$ cat src/design/ihb_pkg.sv
// ----------------------------------------------------------------------------
// ihb_pkg: indexed binary heap shared definitions
// Sizes, slot and position types, command and status codes.
// ----------------------------------------------------------------------------
`default_nettype none

package ihb_pkg;

  localparam int CAPACITY       = 64;
  localparam int PRIORITY_WIDTH = 32;
  localparam int ID_W           = 6;
  localparam int ID_COUNT       = 1 << ID_W;
  localparam int POS_W          = $clog2(CAPACITY + 1);
  localparam int SLOT_AW        = (CAPACITY > 1) ? $clog2(CAPACITY) : 1;
  localparam int SLOT_W         = ID_W + PRIORITY_WIDTH;

  typedef logic signed [PRIORITY_WIDTH-1:0] prio_t;
  typedef logic [ID_W-1:0]                  id_t;
  typedef logic [POS_W-1:0]                 pos_t;
  typedef logic [SLOT_AW-1:0]               slot_addr_t;

  typedef struct packed {
    id_t   id;
    prio_t pri;
  } slot_t;

  localparam logic [1:0] CMD_PUSH   = 2'd0;
  localparam logic [1:0] CMD_POP    = 2'd1;
  localparam logic [1:0] CMD_PEEK   = 2'd2;
  localparam logic [1:0] CMD_UPDATE = 2'd3;

  localparam logic [2:0] ST_OK      = 3'd0;
  localparam logic [2:0] ST_EMPTY   = 3'd1;
  localparam logic [2:0] ST_FULL    = 3'd2;
  localparam logic [2:0] ST_NO_ID   = 3'd3;
  localparam logic [2:0] ST_DUP_ID  = 3'd4;

  // heap slot k (1-based) lives at RAM address k-1
  function automatic slot_addr_t slot_addr(input pos_t p);
    pos_t d;
    d = p - POS_W'(1);
    return SLOT_AW'(d);
  endfunction

  function automatic prio_t to_prio(input logic signed [31:0] p);
    return prio_t'(p);
  endfunction

  function automatic logic signed [31:0] to_out_pri(input prio_t p);
    return 32'(p);
  endfunction

endpackage

`default_nettype wire

$ cat src/design/ihb_if.sv
// ----------------------------------------------------------------------------
// ihb_if: heap command and result channels
// Valid/ready channels; an item moves when valid and ready are both high.
// ----------------------------------------------------------------------------
`default_nettype none

interface ihb_in_if;
  logic               valid;
  logic               ready;
  logic [1:0]         command;
  logic [5:0]         item_id;
  logic signed [31:0] priority_in;

  modport source (output valid, command, item_id, priority_in, input ready);
  modport sink   (input valid, command, item_id, priority_in, output ready);
endinterface

interface ihb_out_if;
  logic               valid;
  logic               ready;
  logic [2:0]         status;
  logic [5:0]         top_id;
  logic signed [31:0] top_priority;
  logic [6:0]         entry_count;

  modport source (output valid, status, top_id, top_priority, entry_count, input ready);
  modport sink   (input valid, status, top_id, top_priority, entry_count, output ready);
endinterface

`default_nettype wire

$ cat src/design/indexed_binary_heap.sv
// ----------------------------------------------------------------------------
// indexed_binary_heap: indexed priority queue on a one-based binary heap
// Sequence: peek and errors answer from the decode state; push and update up
// read and compare the parent per level climbed; pop and update down read the left
// child, read the right child and compare per level, then end with one final write.
// Throughput: one item at a time, set by the single slot RAM read port and the
// result register that must empty first.
// Reset: empty heap, all ids absent (per-id valid flops), max-heap mode.
// ----------------------------------------------------------------------------
`default_nettype none

module indexed_binary_heap (
  input  wire logic  clk,
  input  wire logic  rst_n,
  ihb_in_if.sink     in_ch,
  ihb_out_if.source  out_ch,
  input  wire logic  cfg_we,
  input  wire logic  cfg_wdata
);
  import ihb_pkg::*;

  typedef enum logic [3:0] {
    S_IDLE, S_DECODE, S_UPD_RD, S_POP_LAST, S_UP_CHK,
    S_UP_CMP, S_DN_L, S_DN_R, S_DN_CMP, S_WR_MV
  } state_t;

  state_t state_r, state_nxt;

  logic [1:0] cmd_r, cmd_nxt;
  id_t        id_r, id_nxt;
  prio_t      pri_r, pri_nxt;
  pos_t       fill_r, fill_nxt;
  pos_t       pos_r, pos_nxt;        // current hole position
  slot_t      mv_r, mv_nxt;          // entry being sifted
  slot_t      cand_r, cand_nxt;      // left child during sift down
  pos_t       cand_pos_r, cand_pos_nxt;
  logic       left_better_r, left_better_nxt;
  logic       has_right_r, has_right_nxt;
  logic       pm_vld_q_r, pm_vld_q_nxt;
  logic       pm_valid_r [ID_COUNT];
  logic       pm_valid_nxt [ID_COUNT];
  logic       mode_r, mode_nxt;
  logic       out_valid_r, out_valid_nxt;
  logic [2:0] status_r, status_nxt;
  id_t        top_id_r, top_id_nxt;
  prio_t      top_pri_r, top_pri_nxt;

  // slot RAM (heap array) and position map RAM
  logic       sl_we;
  slot_addr_t sl_waddr, sl_raddr;
  slot_t      sl_wdata, sl_rdata;
  logic       pm_we;
  id_t        pm_waddr, pm_raddr;
  pos_t       pm_wdata, pm_rdata;

  // shared compare unit
  prio_t      cmp_a, cmp_b;
  logic       cmp_better;

  pos_t             pm_pos;
  logic [POS_W:0]   left_pos;
  prio_t            best_pri;

  ihb_ram #(.WIDTH(SLOT_W), .DEPTH(CAPACITY)) u_slot_ram (
    .clk   (clk),
    .we    (sl_we),
    .waddr (sl_waddr),
    .wdata (sl_wdata),
    .raddr (sl_raddr),
    .rdata (sl_rdata)
  );

  ihb_ram #(.WIDTH(POS_W), .DEPTH(ID_COUNT)) u_pos_ram (
    .clk   (clk),
    .we    (pm_we),
    .waddr (pm_waddr),
    .wdata (pm_wdata),
    .raddr (pm_raddr),
    .rdata (pm_rdata)
  );

  ihb_cmp u_cmp (
    .mode   (mode_r),
    .a      (cmp_a),
    .b      (cmp_b),
    .better (cmp_better)
  );

  assign in_ch.ready         = (state_r == S_IDLE) && !out_valid_r;
  assign out_ch.valid        = out_valid_r;
  assign out_ch.status       = status_r;
  assign out_ch.top_id       = top_id_r;
  assign out_ch.top_priority = to_out_pri(top_pri_r);
  assign out_ch.entry_count  = 7'(fill_r);

  // a position read back as absent unless the id was ever written
  assign pm_pos   = pm_vld_q_r ? pm_rdata : '0;
  assign left_pos = {pos_r, 1'b0};
  assign best_pri = left_better_r ? cand_r.pri : mv_r.pri;

  always_comb begin
    state_nxt       = state_r;
    cmd_nxt         = cmd_r;
    id_nxt          = id_r;
    pri_nxt         = pri_r;
    fill_nxt        = fill_r;
    pos_nxt         = pos_r;
    mv_nxt          = mv_r;
    cand_nxt        = cand_r;
    cand_pos_nxt    = cand_pos_r;
    left_better_nxt = left_better_r;
    has_right_nxt   = has_right_r;
    pm_vld_q_nxt    = pm_vld_q_r;
    pm_valid_nxt    = pm_valid_r;
    mode_nxt        = mode_r;
    out_valid_nxt   = out_valid_r;
    status_nxt      = status_r;
    top_id_nxt      = top_id_r;
    top_pri_nxt     = top_pri_r;

    sl_we    = 1'b0;
    sl_waddr = slot_addr(pos_r);
    sl_wdata = mv_r;
    sl_raddr = '0;
    pm_we    = 1'b0;
    pm_waddr = mv_r.id;
    pm_wdata = pos_r;
    pm_raddr = in_ch.item_id;
    cmp_a    = mv_r.pri;
    cmp_b    = sl_rdata.pri;

    if (cfg_we) begin
      mode_nxt = cfg_wdata;
    end
    if (out_valid_r && out_ch.ready) begin
      out_valid_nxt = 1'b0;
    end

    case (state_r)
      S_IDLE: begin
        if (in_ch.valid && in_ch.ready) begin
          cmd_nxt      = in_ch.command;
          id_nxt       = in_ch.item_id;
          pri_nxt      = to_prio(in_ch.priority_in);
          pm_vld_q_nxt = pm_valid_r[in_ch.item_id];
          status_nxt   = ST_OK;
          top_id_nxt   = '0;
          top_pri_nxt  = '0;
          sl_raddr     = slot_addr(POS_W'(1));   // root, for pop and peek
          state_nxt    = S_DECODE;
        end
      end

      S_DECODE: begin
        case (cmd_r)
          CMD_PUSH: begin
            if (fill_r == POS_W'(CAPACITY)) begin
              status_nxt    = ST_FULL;
              out_valid_nxt = 1'b1;
              state_nxt     = S_IDLE;
            end else if (pm_pos != '0) begin
              status_nxt    = ST_DUP_ID;
              out_valid_nxt = 1'b1;
              state_nxt     = S_IDLE;
            end else begin
              fill_nxt  = fill_r + POS_W'(1);
              pos_nxt   = fill_r + POS_W'(1);
              mv_nxt    = '{id: id_r, pri: pri_r};
              state_nxt = S_UP_CHK;
            end
          end
          CMD_POP, CMD_PEEK: begin
            if (fill_r == '0) begin
              status_nxt    = ST_EMPTY;
              out_valid_nxt = 1'b1;
              state_nxt     = S_IDLE;
            end else begin
              top_id_nxt  = sl_rdata.id;
              top_pri_nxt = sl_rdata.pri;
              if (cmd_r == CMD_PEEK) begin
                out_valid_nxt = 1'b1;
                state_nxt     = S_IDLE;
              end else begin
                // popped id leaves the map
                pm_we    = 1'b1;
                pm_waddr = sl_rdata.id;
                pm_wdata = '0;
                fill_nxt = fill_r - POS_W'(1);
                if (fill_r == POS_W'(1)) begin
                  out_valid_nxt = 1'b1;
                  state_nxt     = S_IDLE;
                end else begin
                  sl_raddr  = slot_addr(fill_r);
                  state_nxt = S_POP_LAST;
                end
              end
            end
          end
          default: begin   // update
            if (pm_pos == '0 || pm_pos > fill_r) begin
              status_nxt    = ST_NO_ID;
              out_valid_nxt = 1'b1;
              state_nxt     = S_IDLE;
            end else begin
              pos_nxt   = pm_pos;
              sl_raddr  = slot_addr(pm_pos);
              state_nxt = S_UPD_RD;
            end
          end
        endcase
      end

      S_UPD_RD: begin
        cmp_a = pri_r;
        cmp_b = sl_rdata.pri;
        if (sl_rdata.pri == pri_r) begin
          out_valid_nxt = 1'b1;
          state_nxt     = S_IDLE;
        end else begin
          mv_nxt    = '{id: id_r, pri: pri_r};
          state_nxt = cmp_better ? S_UP_CHK : S_DN_L;
        end
      end

      S_POP_LAST: begin
        // last entry moves to the root
        mv_nxt    = sl_rdata;
        pos_nxt   = POS_W'(1);
        state_nxt = S_DN_L;
      end

      S_UP_CHK: begin
        if (pos_r == POS_W'(1)) begin
          state_nxt = S_WR_MV;
        end else begin
          sl_raddr  = slot_addr(pos_r >> 1);
          state_nxt = S_UP_CMP;
        end
      end

      S_UP_CMP: begin
        cmp_a = mv_r.pri;
        cmp_b = sl_rdata.pri;
        if (cmp_better) begin
          // parent drops into the hole
          sl_we     = 1'b1;
          sl_wdata  = sl_rdata;
          pm_we     = 1'b1;
          pm_waddr  = sl_rdata.id;
          pos_nxt   = pos_r >> 1;
          state_nxt = S_UP_CHK;
        end else begin
          state_nxt = S_WR_MV;
        end
      end

      S_DN_L: begin
        if (left_pos > {1'b0, fill_r}) begin
          state_nxt = S_WR_MV;
        end else begin
          sl_raddr      = slot_addr(POS_W'(left_pos));
          cand_pos_nxt  = POS_W'(left_pos);
          has_right_nxt = (left_pos < {1'b0, fill_r});
          state_nxt     = S_DN_R;
        end
      end

      S_DN_R: begin
        cand_nxt        = sl_rdata;
        cmp_a           = sl_rdata.pri;
        cmp_b           = mv_r.pri;
        left_better_nxt = cmp_better;
        sl_raddr        = slot_addr(cand_pos_r + POS_W'(1));
        state_nxt       = S_DN_CMP;
      end

      S_DN_CMP: begin
        // right wins only if strictly better than the current best
        cmp_a = sl_rdata.pri;
        cmp_b = best_pri;
        if (has_right_r && cmp_better) begin
          sl_we     = 1'b1;
          sl_wdata  = sl_rdata;
          pm_we     = 1'b1;
          pm_waddr  = sl_rdata.id;
          pos_nxt   = cand_pos_r + POS_W'(1);
          state_nxt = S_DN_L;
        end else if (left_better_r) begin
          sl_we     = 1'b1;
          sl_wdata  = cand_r;
          pm_we     = 1'b1;
          pm_waddr  = cand_r.id;
          pos_nxt   = cand_pos_r;
          state_nxt = S_DN_L;
        end else begin
          state_nxt = S_WR_MV;
        end
      end

      S_WR_MV: begin
        sl_we         = 1'b1;
        pm_we         = 1'b1;
        out_valid_nxt = 1'b1;
        state_nxt     = S_IDLE;
      end

      default: begin
        state_nxt = S_IDLE;
      end
    endcase

    if (pm_we) begin
      pm_valid_nxt[pm_waddr] = 1'b1;
    end
  end

  always_ff @(posedge clk) begin
    if (!rst_n) begin
      state_r     <= S_IDLE;
      fill_r      <= '0;
      mode_r      <= 1'b1;
      out_valid_r <= 1'b0;
      for (int i = 0; i < ID_COUNT; i++) begin
        pm_valid_r[i] <= 1'b0;
      end
    end else begin
      state_r     <= state_nxt;
      fill_r      <= fill_nxt;
      mode_r      <= mode_nxt;
      out_valid_r <= out_valid_nxt;
      pm_valid_r  <= pm_valid_nxt;
    end
    cmd_r         <= cmd_nxt;
    id_r          <= id_nxt;
    pri_r         <= pri_nxt;
    pos_r         <= pos_nxt;
    mv_r          <= mv_nxt;
    cand_r        <= cand_nxt;
    cand_pos_r    <= cand_pos_nxt;
    left_better_r <= left_better_nxt;
    has_right_r   <= has_right_nxt;
    pm_vld_q_r    <= pm_vld_q_nxt;
    status_r      <= status_nxt;
    top_id_r      <= top_id_nxt;
    top_pri_r     <= top_pri_nxt;
  end

endmodule

`default_nettype wire

$ cat src/design/ihb_ram.sv
// ----------------------------------------------------------------------------
// ihb_ram: generic simple dual-port RAM
// One write port, one read port, registered read data.
// ----------------------------------------------------------------------------
`default_nettype none

module ihb_ram #(
  parameter int WIDTH = 8,
  parameter int DEPTH = 16
) (
  input  wire logic                     clk,
  input  wire logic                     we,
  input  wire logic [$clog2(DEPTH)-1:0] waddr,
  input  wire logic [WIDTH-1:0]         wdata,
  input  wire logic [$clog2(DEPTH)-1:0] raddr,
  output logic      [WIDTH-1:0]         rdata
);

  logic [WIDTH-1:0] mem [DEPTH];

  always_ff @(posedge clk) begin
    if (we) begin
      mem[waddr] <= wdata;
    end
    rdata <= mem[raddr];
  end

endmodule

`default_nettype wire

$ cat src/design/ihb_cmp.sv
// ----------------------------------------------------------------------------
// ihb_cmp: priority compare unit
// True when a ranks strictly ahead of b in the current heap order.
// ----------------------------------------------------------------------------
`default_nettype none

module ihb_cmp (
  input  wire logic          mode,
  input  wire ihb_pkg::prio_t a,
  input  wire ihb_pkg::prio_t b,
  output logic               better
);
  import ihb_pkg::*;

  always_comb begin
    if (mode) begin
      better = (a > b);
    end else begin
      better = (a < b);
    end
  end

endmodule

`default_nettype wire

$ cat src/flat_wrapper.sv
// flat-port wrapper written by rule: the top's interface ports become plain ports
module indexed_binary_heap_flat import ihb_pkg::*;
  (clk, rst_n, cfg_we, cfg_wdata, in_ch_valid, in_ch_command, in_ch_item_id, in_ch_priority_in, in_ch_ready, out_ch_valid, out_ch_status, out_ch_top_id, out_ch_top_priority, out_ch_entry_count, out_ch_ready);
  ihb_in_if in_ch_i ();
  ihb_out_if out_ch_i ();
  input  wire logic clk;
  input  wire logic rst_n;
  input  wire logic cfg_we;
  input  wire logic cfg_wdata;
  input wire logic [$bits(in_ch_i.valid)-1:0] in_ch_valid;
  input wire logic [$bits(in_ch_i.command)-1:0] in_ch_command;
  input wire logic [$bits(in_ch_i.item_id)-1:0] in_ch_item_id;
  input wire logic [$bits(in_ch_i.priority_in)-1:0] in_ch_priority_in;
  output wire logic [$bits(in_ch_i.ready)-1:0] in_ch_ready;
  output wire logic [$bits(out_ch_i.valid)-1:0] out_ch_valid;
  output wire logic [$bits(out_ch_i.status)-1:0] out_ch_status;
  output wire logic [$bits(out_ch_i.top_id)-1:0] out_ch_top_id;
  output wire logic [$bits(out_ch_i.top_priority)-1:0] out_ch_top_priority;
  output wire logic [$bits(out_ch_i.entry_count)-1:0] out_ch_entry_count;
  input wire logic [$bits(out_ch_i.ready)-1:0] out_ch_ready;
  assign in_ch_i.valid = in_ch_valid;
  assign in_ch_i.command = in_ch_command;
  assign in_ch_i.item_id = in_ch_item_id;
  assign in_ch_i.priority_in = in_ch_priority_in;
  assign in_ch_ready = in_ch_i.ready;
  assign out_ch_valid = out_ch_i.valid;
  assign out_ch_status = out_ch_i.status;
  assign out_ch_top_id = out_ch_i.top_id;
  assign out_ch_top_priority = out_ch_i.top_priority;
  assign out_ch_entry_count = out_ch_i.entry_count;
  assign out_ch_i.ready = out_ch_ready;
  indexed_binary_heap u_core (.clk(clk), .rst_n(rst_n), .in_ch(in_ch_i), .out_ch(out_ch_i), .cfg_we(cfg_we), .cfg_wdata(cfg_wdata));
endmodule
$ cat config.mk
export PLATFORM = sky130hd
export DESIGN_NAME = indexed_binary_heap_flat
export DESIGN_NICKNAME = d
export VERILOG_FILES = /design/src/design/ihb_pkg.sv /design/src/design/ihb_if.sv /design/src/design/indexed_binary_heap.sv /design/src/design/ihb_ram.sv /design/src/design/ihb_cmp.sv /design/src/flat_wrapper.sv
export SDC_FILE = /design/constraint.sdc
export NUM_CORES = 2
export LEC_CHECK = 0
export ABC_CLOCK_PERIOD_IN_PS = 11340
export BUFFER_PORTS_ARGS = -buffer_cell sky130_fd_sc_hd__buf_2
export CAP_MARGIN = 5
export CORE_MARGIN = 3
export CORE_UTILIZATION = 35
export DETAILED_ROUTE_END_ITERATION = 6
export HOLD_SLACK_MARGIN = 0.03
export PLACE_DENSITY = 0.55
export SLEW_MARGIN = 20
export SYNTH_ARGS = -nofsm -noshare
export SYNTH_HDL_FRONTEND = slang
export SYNTH_SLANG_ARGS = --single-unit
$ cat constraint.sdc
create_clock -name clk -period 11.34 [get_ports clk]
set_input_delay 0.567 -clock clk [delete_from_list [all_inputs] [get_ports clk]]
set_output_delay 0.567 -clock clk [all_outputs]
set_load 0.05 [all_outputs]
==> run_results.csv <==
group,metric,value,unit
run_status,status,"complete, but fails checks",
run_status,violations,"design-rule violations",
setup_path,start_kind,"flop",
synthesis,yosysSeqAreaShare,0.7487,
synthesis,syn_area_per_cell,16.21,µm²
synthesis,synth_edf_count,3053,
power_and_ir_drop,p_total,27200,µW
power_and_ir_drop,leakage,0.04698,µW
floorplanning,initial_core_util,0.3524,
setup_path,r2r_end,"u_core.u_pos_ram.mem[48][3]$_DFFE_PP_",
setup_path,r2r-start,"u_core.state_r[0]$_SDFFE_PN0P_",
final_layout,nets,8081,
setup_path,cp_data_required_time,11.88,ns
route,wl_per_cell,29.25,µm
placed_design,globalplace.congestion,0.8609,
grt,grt_overflow,0,
synthesis,synth_fp_nets,7860,
route,vias,73128,
sta,period_share,0.7351,
synthesis,synth_most_common_cell,"edfxtp_1",
sta,hold_viol_final,0,
clock_network,cts_buffers,337,
sta,setup_viol,0,
setup_path,crit_start,"u_core.state_r[0]$_SDFFE_PN0P_",
setup_path,cp_max_fo,45,
synthesis,ys_ff_latch,3175,
synthesis,synth_area_leaders,"edfxtp_1, mux4_2, nand2_1",
sta,worst_slew_pin_slew,1.282,ns
power_and_ir_drop,p_sw_frac,0.2564,
grt,grt_use_total,0.2031,
synthesis,synth_common_cells,"edfxtp_1, nand2_1, mux4_2",
clock_network,clkTransAtPathRegs,0.06,ns
setup_path,arrival,8.88,ns
sta,post-route-min-period,8.336,ns
route,drt_first_pass_iters,7,
sta,fmax,120.0,MHz
synthesis,synthCells,7757,
final_layout,drive_above_1_share,0.1705,
clock_network,htreeDepth,5,
route,ant_nets,0,
floorplanning,floorplan.rows,219,
synthesis,synth.distinct_cells,75,
setup_path,endpoint,"u_core.u_pos_ram.mem[48][3]$_DFFE_PP_",
clock_network,cts_tree,"yes",
floorplanning,ios,96,
final_layout,final_cells,13008,
route,drc,10,
power_and_ir_drop,pwr-share-seq,0.493,
placed_design,numPortBuffers,95,
sta,fin_setup_tns,0,ns
clock_network,cts_resized,0,
power_and_ir_drop,internal_power,20220,µW
route,drtIter0Drc,9479,
setup_path,reg2reg_slack,3.00,ns
sta,slew_viol_final,0,
final_layout,n_fill_cell,32225,
floorplanning,die_w,605.3,µm
route,avgViaCountPerCell,5.622,
clock_network,root_buffer,"clkbuf_16",
synthesis,yosys_most_used_dff,"edfxtp_1",
synthesis,netlist_area,125700,µm²
placed_design,dp_hpwl,221700,µm
sta,final.setup_skew,0.09730,ns
final_layout,postLayoutCoreUtil,0.4033,
grt,grt_pass1_vias,71031,
grt,grt_max_degree,155,
floorplanning,die_h,605.3,µm
clock_network,clk_latency,0.94,ns
placed_design,dpl.cell_count,12351,
synthesis,synth.yosys.warnings,0,
floorplanning,core_region_area,356800,µm²
power_and_ir_drop,powerDensity,189.1,nW/µm²
flow_run,maxCapViolCount,0,
sta,final.setup.worst_slack,3.004,ns
clock_network,cts_sinks,3175,
placed_design,preCtsSetupSlack,3.077,ns
sta,slew_headroom,0.1376,
setup_path,cp-end-kind,"flop",
grt,antenna_found_initial,12,
setup_path,crit_type,"reg -> reg",
synthesis,ys_async_sr_fraction,0,
setup_path,r2r_cells,18,
synthesis,synth_top_area_share,0.7293,
power_and_ir_drop,p_comb_frac,0.107,
sta,rsz0062_at_grt,"no",
synthesis,yosys.area.top_type,"edfxtp_1",
power_and_ir_drop,peakVddDrop,120.4,µV
power_and_ir_drop,power.net_switching,6974,µW
floorplanning,dieArea,366400,µm²
clock_network,clock_path_buffers,4,
final_layout,area_growth,14.45,%
route,routed_wl,380400,µm
grt,grt_first_pass_wirelength,541100,µm
worst_hold_path,holdCritPathClass,"in -> reg",
power_and_ir_drop,power_frac_clock,0.401,
-- final cells by class --
cell class | instances | area, µm² | area share
well taps | 4751 | 5944 | 0.04132
repair buffers | 356 | 2744 | 0.01907
clock inverters | 186 | 1861 | 0.01293
inverters | 65 | 262.8 | 0.001826
clock buffers | 429 | 8985 | 0.06245
multi-input cells | 4043 | 29940 | 0.2081
diodes | 3 | 7.507 | 0.00005218
flip-flops and latches | 3175 | 94120 | 0.6542
-- layer usage --
| layer | share of wire | GRT usage | vias up |
|---|---|---|---|
| met5 | 0.00019 | 0 | - |
| met4 | 0.046 | 0.08118 | 10 |
| met3 | 0.079 | 0.03126 | 631 |
| met2 | 0.47 | 0.3208 | 3535 |
| met1 | 0.41 | 0.2819 | 38190 |
| li1 | - | - | 30762 |
-- critical path, stage by stage (launching register included) --
cell	delay (ns)
dfxtp_1	0.64
nand2b_1	0.30
nor2_4	0.13
buf_4	0.51
nor2_2	0.08
buf_4	0.26
a222oi_1	0.44
ha_1	0.31
a21oi_1	0.18
o21ai_0	0.23
a221oi_1	0.36
nand3_1	0.17
or3b_2	0.55
a31oi_1	0.54
o21bai_1	0.30
a21o_1	0.25
a222oi_1	0.85
nand3_1	1.00
nor2_1	0.80
-- power groups by stage --
| stage | Combinational [µW] | Clock, µW | Sequential [µW] |
|---|---|---|---|
| final | 2900 | 10900 | 13400 |
| after detailed placement | 2890 | 0 | 13600 |
| after CTS | 2910 | 11100 | 13400 |
| after global placement | 2870 | 0 | 13600 |
| after global routing | 3070 | 11500 | 13400 |
| after floorplan | 1610 | 0 | 13600 |
-- flip-flops by register name (all words and copies together), names as in the netlist, 6 cells and up --
register,count
u_core.u_pos_ram.mem,448
u_core.cand_r,38
u_core.pm_valid_r,64
u_core.id_r,6
u_core.mv_r,38
u_core.u_slot_ram.rdata,38
u_core.out_ch.top_id,6
u_core.out_ch.entry_count,7
u_core.u_pos_ram.rdata,7
u_core.cand_pos_r,6
u_core.pri_r,32
u_core.out_ch.top_priority,32
u_core.u_slot_ram.mem,2432
u_core.pos_r,7
-- cells in the final DEF (no fill, tap or decap), types with 39 or more instances in the layout --
cell	n
mux4_2	455
dfxtp_1	122
ha_1	57
a21oi_1	106
clkinv_2	63
xnor2_1	52
nand2_1	1523
a31oi_1	140
nand3_1	446
edfxtp_1	3053
clkinv_1	70
o21ai_0	84
nor2_1	152
a311oi_1	70
nor3_1	39
a222oi_1	71
clkbuf_16	342
nand4_1	67
and2_1	53
a22oi_1	154
clkbuf_1	77
buf_2	94
and3_1	155
nor2_4	69
buf_4	208
-- metrics by stage --
step	cell area, µm²	hold slack [ns]
finish	143900	0.1056
floorplan	125700	0.4198
detailed placement	132600	0.4396
global placement	132600	0.4275
global route	143900	0.09147
CTS	143800	0.04129
-- worst min path at each step --
stage / from / to / cells after the start
after global placement: u_core.pm_valid_r[9]$_SDFFE_PN0P_ / u_core.pm_valid_r[9]$_SDFFE_PN0P_ / 2
after floorplan: u_core.pm_valid_r[13]$_SDFFE_PN0P_ / u_core.pm_valid_r[13]$_SDFFE_PN0P_ / 2
after detailed placement: u_core.pm_valid_r[45]$_SDFFE_PN0P_ / u_core.pm_valid_r[45]$_SDFFE_PN0P_ / 2
final: in_ch_item_id[4] / u_core.id_r[4]$_DFFE_PP_ / 1
after CTS: in_ch_item_id[4] / u_core.id_r[4]$_DFFE_PP_ / 1
after global routing: in_ch_item_id[4] / u_core.id_r[4]$_DFFE_PP_ / 1
-- cells by family after synthesis --
group | share of synthesized area
XOR/XNOR | 0.003971
flip-flops | 0.7487
adder cells (fa/ha/maj) | 0.005673
AO/OA/AOI/OAI | 0.04915
buffers and inverters | 0.01891
multiplexers | 0.08359
AND/OR/NAND/NOR | 0.08999
-- timing repair --
action / CTS / global route
setup buffers: 0 / 0
hold endpoints to repair: 36 / 0
hold buffers: 37 / 0
setup endpoints to repair: 0 / 0
Note: power is estimated with default switching activity, not from simulation.
